==> src/design/frce_pkg.sv <==
package frce_pkg;

    localparam int MaxSide    = 256;
    localparam int PixelBits  = 24;
    localparam int CoordBits  = $clog2(MaxSide);
    localparam int SizeBits   = CoordBits + 1;
    localparam int AddrBits   = 2 * CoordBits + 1;
    localparam int StoreDepth = 2 * MaxSide * MaxSide;

    typedef logic [2:0] cmd_t;
    localparam cmd_t CMD_LOAD   = 3'd0;
    localparam cmd_t CMD_WRITE  = 3'd1;
    localparam cmd_t CMD_READ   = 3'd2;
    localparam cmd_t CMD_SELECT = 3'd3;
    localparam cmd_t CMD_SELALL = 3'd4;
    localparam cmd_t CMD_ROTATE = 3'd5;
    localparam cmd_t CMD_CROP   = 3'd6;
    localparam cmd_t CMD_NONE   = 3'd7;

    typedef logic [2:0] status_t;
    localparam status_t ST_OK         = 3'd0;
    localparam status_t ST_NO_IMAGE   = 3'd1;
    localparam status_t ST_BAD_COORD  = 3'd2;
    localparam status_t ST_NOT_SQUARE = 3'd3;
    localparam status_t ST_BAD_ANGLE  = 3'd4;

    // Copy pass kinds for the walker.
    typedef logic [1:0] pass_t;
    localparam pass_t PASS_TURN_WHOLE = 2'd0;
    localparam pass_t PASS_TURN_SUB   = 2'd1;
    localparam pass_t PASS_BACK_SUB   = 2'd2;
    localparam pass_t PASS_CROP       = 2'd3;

    typedef struct packed {
        logic                start;
        pass_t               kind;
        logic                src_bank;
        logic [SizeBits-1:0] rows;
        logic [SizeBits-1:0] cols;
        logic [SizeBits-1:0] x1;
        logic [SizeBits-1:0] y1;
        logic [SizeBits-1:0] w;
    } walk_ctl_t;

    function automatic logic [AddrBits-1:0] addr_of(logic bank, logic [SizeBits-1:0] x,
                                                   logic [SizeBits-1:0] y);
        return {bank, y[CoordBits-1:0], x[CoordBits-1:0]};
    endfunction

endpackage

==> src/design/frce_walker.sv <==
// Walks one copy pass: one read address per cycle, each write lands in the cycle after its read.
module frce_walker (
    input  logic                                   aclk,
    input  logic                                   aresetn,
    input  frce_pkg::walk_ctl_t                    ctl,
    output logic                                   busy,
    output logic [frce_pkg::AddrBits-1:0]          raddr,
    output logic                                   wr_en,
    output logic [frce_pkg::AddrBits-1:0]          waddr
);

    localparam int SB = frce_pkg::SizeBits;

    frce_pkg::walk_ctl_t         job_reg;
    logic                        run_reg;
    logic [SB-1:0]               r_reg, c_reg;
    logic                        wv_reg;
    logic [frce_pkg::AddrBits-1:0] wa_reg;
    logic [SB-1:0]               sx, sy, dx, dy;
    logic                        sbank, dbank;
    logic                        last;

    always_comb begin
        sbank = job_reg.src_bank;
        dbank = ~job_reg.src_bank;
        dx = c_reg;
        dy = r_reg;
        case (job_reg.kind)
            frce_pkg::PASS_TURN_WHOLE: begin
                sx = SB'(job_reg.w - 1'b1 - r_reg);
                sy = c_reg;
            end
            frce_pkg::PASS_TURN_SUB: begin
                sx = SB'(job_reg.x1 + job_reg.w - 1'b1 - r_reg);
                sy = SB'(job_reg.y1 + c_reg);
            end
            frce_pkg::PASS_BACK_SUB: begin
                // job src_bank holds the scratch bank here
                sx = c_reg;
                sy = r_reg;
                dx = SB'(job_reg.x1 + c_reg);
                dy = SB'(job_reg.y1 + r_reg);
            end
            default: begin
                sx = SB'(job_reg.x1 + c_reg);
                sy = SB'(job_reg.y1 + r_reg);
            end
        endcase
        raddr = frce_pkg::addr_of(sbank, sx, sy);
        last  = (c_reg == SB'(job_reg.cols - 1'b1)) && (r_reg == SB'(job_reg.rows - 1'b1));
    end

    always_ff @(posedge aclk) begin
        if (!aresetn) begin
            run_reg <= 1'b0;
            wv_reg  <= 1'b0;
        end else begin
            wv_reg <= run_reg;
            if (ctl.start) begin
                run_reg <= 1'b1;
            end else if (run_reg && last) begin
                run_reg <= 1'b0;
            end
        end
        if (ctl.start) begin
            job_reg <= ctl;
            r_reg   <= '0;
            c_reg   <= '0;
        end else if (run_reg) begin
            if (c_reg == SB'(job_reg.cols - 1'b1)) begin
                c_reg <= '0;
                r_reg <= SB'(r_reg + 1'b1);
            end else begin
                c_reg <= SB'(c_reg + 1'b1);
            end
        end
        wa_reg <= frce_pkg::addr_of(dbank, dx, dy);
    end

    assign busy  = run_reg | wv_reg;
    assign wr_en = wv_reg;
    assign waddr = wa_reg;

endmodule

==> config.mk <==
export PLATFORM = sky130hd
export DESIGN_NAME = frce_walker
export DESIGN_NICKNAME = d
export VERILOG_FILES = /design/src/design/frce_pkg.sv /design/src/design/frce_walker.sv
export SDC_FILE = /design/constraint.sdc
export NUM_CORES = 1
export LEC_CHECK = 0
export ABC_AREA = 1
export BUFFER_PORTS_ARGS = -buffer_cell sky130_fd_sc_hd__clkbuf_2
export CORE_UTILIZATION = 58
export CTS_CLUSTER_DIAMETER = 200
export DETAILED_ROUTE_END_ITERATION = 6
export HOLD_SLACK_MARGIN = 0.05
export PLACE_DENSITY = 0.81
export SLEW_MARGIN = 20
export SYNTH_ARGS = -nofsm -noshare
export SYNTH_HDL_FRONTEND = slang
export SYNTH_SLANG_ARGS = --single-unit
export TNS_END_PERCENT = 20
==> constraint.sdc <==
create_clock -name aclk -period 2.6 [get_ports aclk]
set_clock_uncertainty 0.1 [all_clocks]
set_input_delay 0.13 -clock aclk [delete_from_list [all_inputs] [get_ports aclk]]
set_output_delay 0.13 -clock aclk [all_outputs]
set_load 0.02 [all_outputs]
* Word level (Yosys, flattened, before mapping) *
Index checks and enable logic that the tools add are counted.

word-level totals
  flip-flop bits (word level) = 82
  output and inout port bits = 36
  logic and storage cells = 42

operators by class
  add/subtract/negate cells = 12
  equal/unequal tests = 4
  muxes and demuxes = 7
  bitwise operators = 2
  reduce and logical (&&, ||, !) cells = 5

operator list
  cell                                              count
  one-hot mux 8 bit (3 select lines)                2
  adder 8 bit                                       4
  adder 9 x 1 -> 9 bit, second input constant       2
  == test 9 bit                                     2
  subtractor 9 x 1 -> 9 bit, second input constant  2
  2-to-1 mux 8 bit                                  2
  subtractor 8 x 1 -> 8 bit, second input constant  2
  subtractor 8 bit                                  2
  2-to-1 mux 9 bit                                  1
  == test 2 x 1 -> 1 bit, second input constant     1
  == test 2 bit, second input constant              1
  logical AND 1 bit                                 2
  logical NOT 2 bit                                 1
  2-to-1 mux 1 bit                                  2
  AND reduction 2 bit                               1
  nonzero test 2 bit                                1
  NOT 1 bit                                         1
  OR 1 bit                                          1

* Longest topological paths before layout *
  depth in word-level cells = 6
  mapped depth = 17
  gate-level depth less buffers = 17

* Worst setup path after synthesis *
Ideal clock, no wire load.

  kind = flip-flop to output port
  from = register job_reg[1] (netlist bit)
  to = output raddr[7] (netlist bit)
  data arrival time = 2.305 ns
  path slack = 0.065 ns
  cell stages (with the launch flop) = 18
  buffers on the path = 0
  cells stage by stage = edfxtp_1 inv_1 fa_1 inv_1 ha_1 inv_1 fa_1 inv_1 nand3_1 o211ai_1 nand2_1 nand2_1 nand2_1 nand2_1 nor2_1 nor2_1 nand2_1 nand4_1

on the way
  cells in the longest elaborated chain, start to end = 4
  elaborated cells on any way between the ends = 6
  those cells by class = add/sub: 5; mux: 1

RTL lines
  element                                 RTL line           source
  start, declared                         frce_walker.sv:14  frce_pkg::walk_ctl_t job_reg;
  start signal, assigned                  frce_walker.sv:66  job_reg <= ctl;
  adder 8 bit                             frce_walker.sv:34  sx = SB'(job_reg.x1 + job_reg.w - 1'b1 - r_reg);
  subtractor 8 x 1 -> 8 bit               frce_walker.sv:34
  subtractor 8 bit                        frce_walker.sv:34
  one-hot mux 8 bit (3 select lines) (*)  frce_walker.sv:28  case (job_reg.kind)
  end, declared                           frce_walker.sv:7   output logic [frce_pkg::AddrBits-1:0] raddr,

Every way passes the cells marked *; elsewhere a longest branch is shown, timed or not.

* Worst setup path after layout *
  from = register job_reg[19] (netlist bit)
  to = output raddr[7] (netlist bit)

Same word-level chain as after synthesis.

==> run summary <==
The flow ran to the end, but the final reports show violations. The final reports fail on setup timing. In the synthesized netlist the dominant register cell turns out to be edfxtp_1. The portion of synthesized cell area occupied by the leading cell type is 0.2314. The number of optimization iterations in the first detailed-route pass came out at 6. The count of synthesis-stage warnings from yosys is 0. Summed over all nets, the half-perimeter wirelength after detailed placement is approximately 12000 um.

The wire length after detailed routing came out at about 16000 um. The clock period minus worst slack is roughly 3100 ps. The number of CTS-inserted buffers came out at 9. Clock latency on the worst-skew pair, taken at its later pin, is around 400 ps. The total die area is ~10000 um2.

The utilization of the core after routing is 0.7577. In this run the critical register-to-register path is launched from job_reg[27]. The finished cells cover 7406 um2. The worst endpoint required time came out at roughly 2400 ps. The actual slew at the worst max-slew pin came out at between 600 and 700 ps. Among all stages on the critical path, the largest delay is contributed by fa_1.

The maximum VDD drop is about 0.51 mV. The clock transition at the register clock pins on the worst setup and hold paths after CTS is roughly 100 ps. The number of vias per cell is between 5 and 6. The area of the core region came out at around 9800 um2. The total count of hold-check failures in the final report came out at 0.

Synthesis instantiated 41 different standard cells from the library. The average cell area after synthesis is 7.849 um2. The tightest min-delay check is of the in2reg type. The worst setup path is launched from a flip-flop.

The net count of the finished layout came out at 997. The maximum number of pins on one net before global-route repair is 40. The fraction of final layout cells with drive strength greater than 1 is 0.2198. The initial core utilization is 0.5974. In the final routed layout, each cell accounts on average for 15.91 um. By area the synthesized netlist is led by edfxtp_1 (23%), dfxtp_1 (13%), nand2_1 (12%). The share of synthesized registers carrying an async set or reset came out at 0.

The depth of the CTS H-tree came out at 3. The leakage power summed over all cells came out at around 0.0035 uW. The largest total area in the synthesized netlist belongs to edfxtp_1. The worst pin sits at a relative slew slack of 0.5819.

Yosys mapped a number of flops with a built-in enable equal to 45. The highest net fanout along the worst path is 3. The worst setup path is captured at a primary output. Dividing the final minimum period by the clock period gives 1.191. 0 antenna diodes ended up in the layout. The number of port buffers came out at between 80 and 90. Setup repair after global routing could not meet its margin everywhere. In the global route stage, met2 resource usage came out at 0.5669. When the netlist entered floorplanning its net count stood at roughly 850. TritonCTS built the clock tree. The total of fill cells in the finished design is just over 700. The die is around 100 um wide. For the worst setup path, the data arrival time is roughly 2900 ps.

The share of the Yosys chip area taken by registers is 0.3583. The stage delay of the slowest cell on the critical path is 410 ps. The count of final max-slew check failures was 0. The number of buffers on the longest clock path came out at 2. After detailed placement, the total cell area comes to 6543 um2.

Counting tap cells, the placed design contains a total of 968 instances. The number of antenna violations at the first check in global routing came out at 0. The total design power is approximately 3500 uW. The floorplan step set the die height to slightly above 100 um. The synthesized design contains slightly above 80 register bits.

In the layout the commonest cells are nand2_1 (185), inv_1 (114), clkbuf_2 (76), nand3_1 (52), dlygate4sd3_1 (46). The critical path starts at job_reg[19]. The mapped netlist covers 5839 um2. In this run, the number of DRC markers left after iteration 0 of detailed routing was roughly 380. The total DRC errors in the routed layout came out at 0. The signal on the critical path passes through inv_2 -> fa_1 -> inv_1 -> ha_2 -> inv_2 -> fa_2 -> inv_2 -> nand3_2 -> o211ai_1 -> nand2_1 -> nand2_1 -> nand2_1 -> nand2_1 -> nor2_1 -> nor2_1 -> nand2_1 -> nand4_1 -> clkbuf_8. The total of max-cap violations came out at 0.

The first global-routing pass estimated 25900 um of wire. The area growth from synthesis to final layout is 26.83%. In this run the most used layer during global routing was met2. The startpoint identified for the worst hold timing path is ctl[48]. The power density over the cells is ~470 nW/um2. The global routing usage on met1 came out at 0.4161. The total routing resource utilization after global routing is 0.3383.

Summed over all failing endpoints, the final setup total negative slack is -1771 ps. The final weighted congestion in routability-driven placement is ~0.94. The global routing met3 resource utilization is 0.08413.

The number of standard-cell rows in the floorplan came out at 36. The final antenna-violating net count is 0. The post-route worst setup slack is -497.7 ps.

The number of primary I/O pins is 87. In this design, the critical path's most frequently occurring cell is nand2_1. The type of the worst setup path is reg2out. The register with the most flip-flops in the layout has 44 of them. For this run, the top clock speed supported by timing is between 300 and 400 MHz. The via count is roughly 5600. For this run the aggregate overflow at the end of global routing stands at 0. The root buffer cell is clkbuf_8. The final count of negative-setup-slack endpoints came out at 8. The cell count after synthesis is roughly 740. The via count of the first global-routing pass came out at between 5000 and 6000.

The clock net sink count came out at about 80. The library cell used most frequently in the layout, excluding fill and tap cells, is nand2_1. The final non-filler cell total came out at ~1000.
-- cell usage after synthesis (9+ instances only) --
| master | instances |
|---|---|
| fa_1 | 12 |
| nand3_1 | 55 |
| a21oi_1 | 34 |
| xor2_1 | 28 |
| nor2_1 | 43 |
| nand2_1 | 185 |
| buf_2 | 9 |
| ha_1 | 38 |
| o21ai_0 | 34 |
| nand4_1 | 12 |
| inv_1 | 117 |
| edfxtp_1 | 45 |
| dfxtp_1 | 37 |
| xnor2_1 | 16 |
-- logic make-up after synthesis --
group | Yosys count | share of synthesized area
DFF | 82 | 0.3583
and+or+nand+nor | 339 | 0.2741
buffers and inverters | 140 | 0.09321
adders and majority gates | 50 | 0.1226
AOI/OAI and AO/OA | 89 | 0.08592
xor gates and xnor gates | 44 | 0.06600
-- worst paths after layout --
kind                            cells after the start  slack (ps)     endpoint
worst max-delay path                               18        -500     raddr[7]
worst min-delay path                                1         290  job_reg[30]
worst max register to register                     12         360     r_reg[1]
worst min register to register                      1         320    waddr[16]
-- metrics by stage --
| stage | setup slack (ps) | hold WS, ps |
|---|---|---|
| 3_5_place_dp | -206.1 | 208.6 |
| 5_1_grt | -768.0 | 293.2 |
| 4_1_cts | -492.6 | 277.6 |
| 6_report | -497.7 | 291.7 |
| 3_3_place_gp | -152.7 | 206.7 |
| 2_1_floorplan | 64.91 | 128.9 |
-- final cells by class --
class | count | area (um2) | area share
multi-input combinational | 522 | 3327 | 0.4492
sequential | 82 | 2097 | 0.2832
timing repair buffer | 159 | 1152 | 0.1556
clock buffer | 9 | 123.9 | 0.01673
clock inverter | 7 | 81.33 | 0.01098
tap | 133 | 166.4 | 0.02247
inverter | 122 | 457.9 | 0.06183
-- worst max-delay path: cells and delay by family, from the launching register on --
kind / cells / cell delay, ps
adders and majority gates: 3 / 920
and+or+nand+nor: 9 / 640
buffers and inverters: 5 / 430
DFF: 1 / 400
AOI/OAI and AO/OA: 1 / 100
-- metal layers --
layer,share of wire,wire length [um]
met2,0.48,7891
met5,0,0
met4,0.026,433
met3,0.082,1342
met1,0.41,6788
-- where the power goes --
| part | internal (uW) | switching, uW |
|---|---|---|
| sequential | 1460 | 66.2 |
| combinational | 407 | 583 |
| clock | 461 | 529 |
-- timing repair --
item	in CTS	in global routing
hold buffers	46	0
buffers inserted	4	1
pin swaps	5	4
hold endpoints to repair	47	0
endpoints found under the setup margin	10	11
gates resized for setup	25	22
Power figures use the tool's default switching activity.
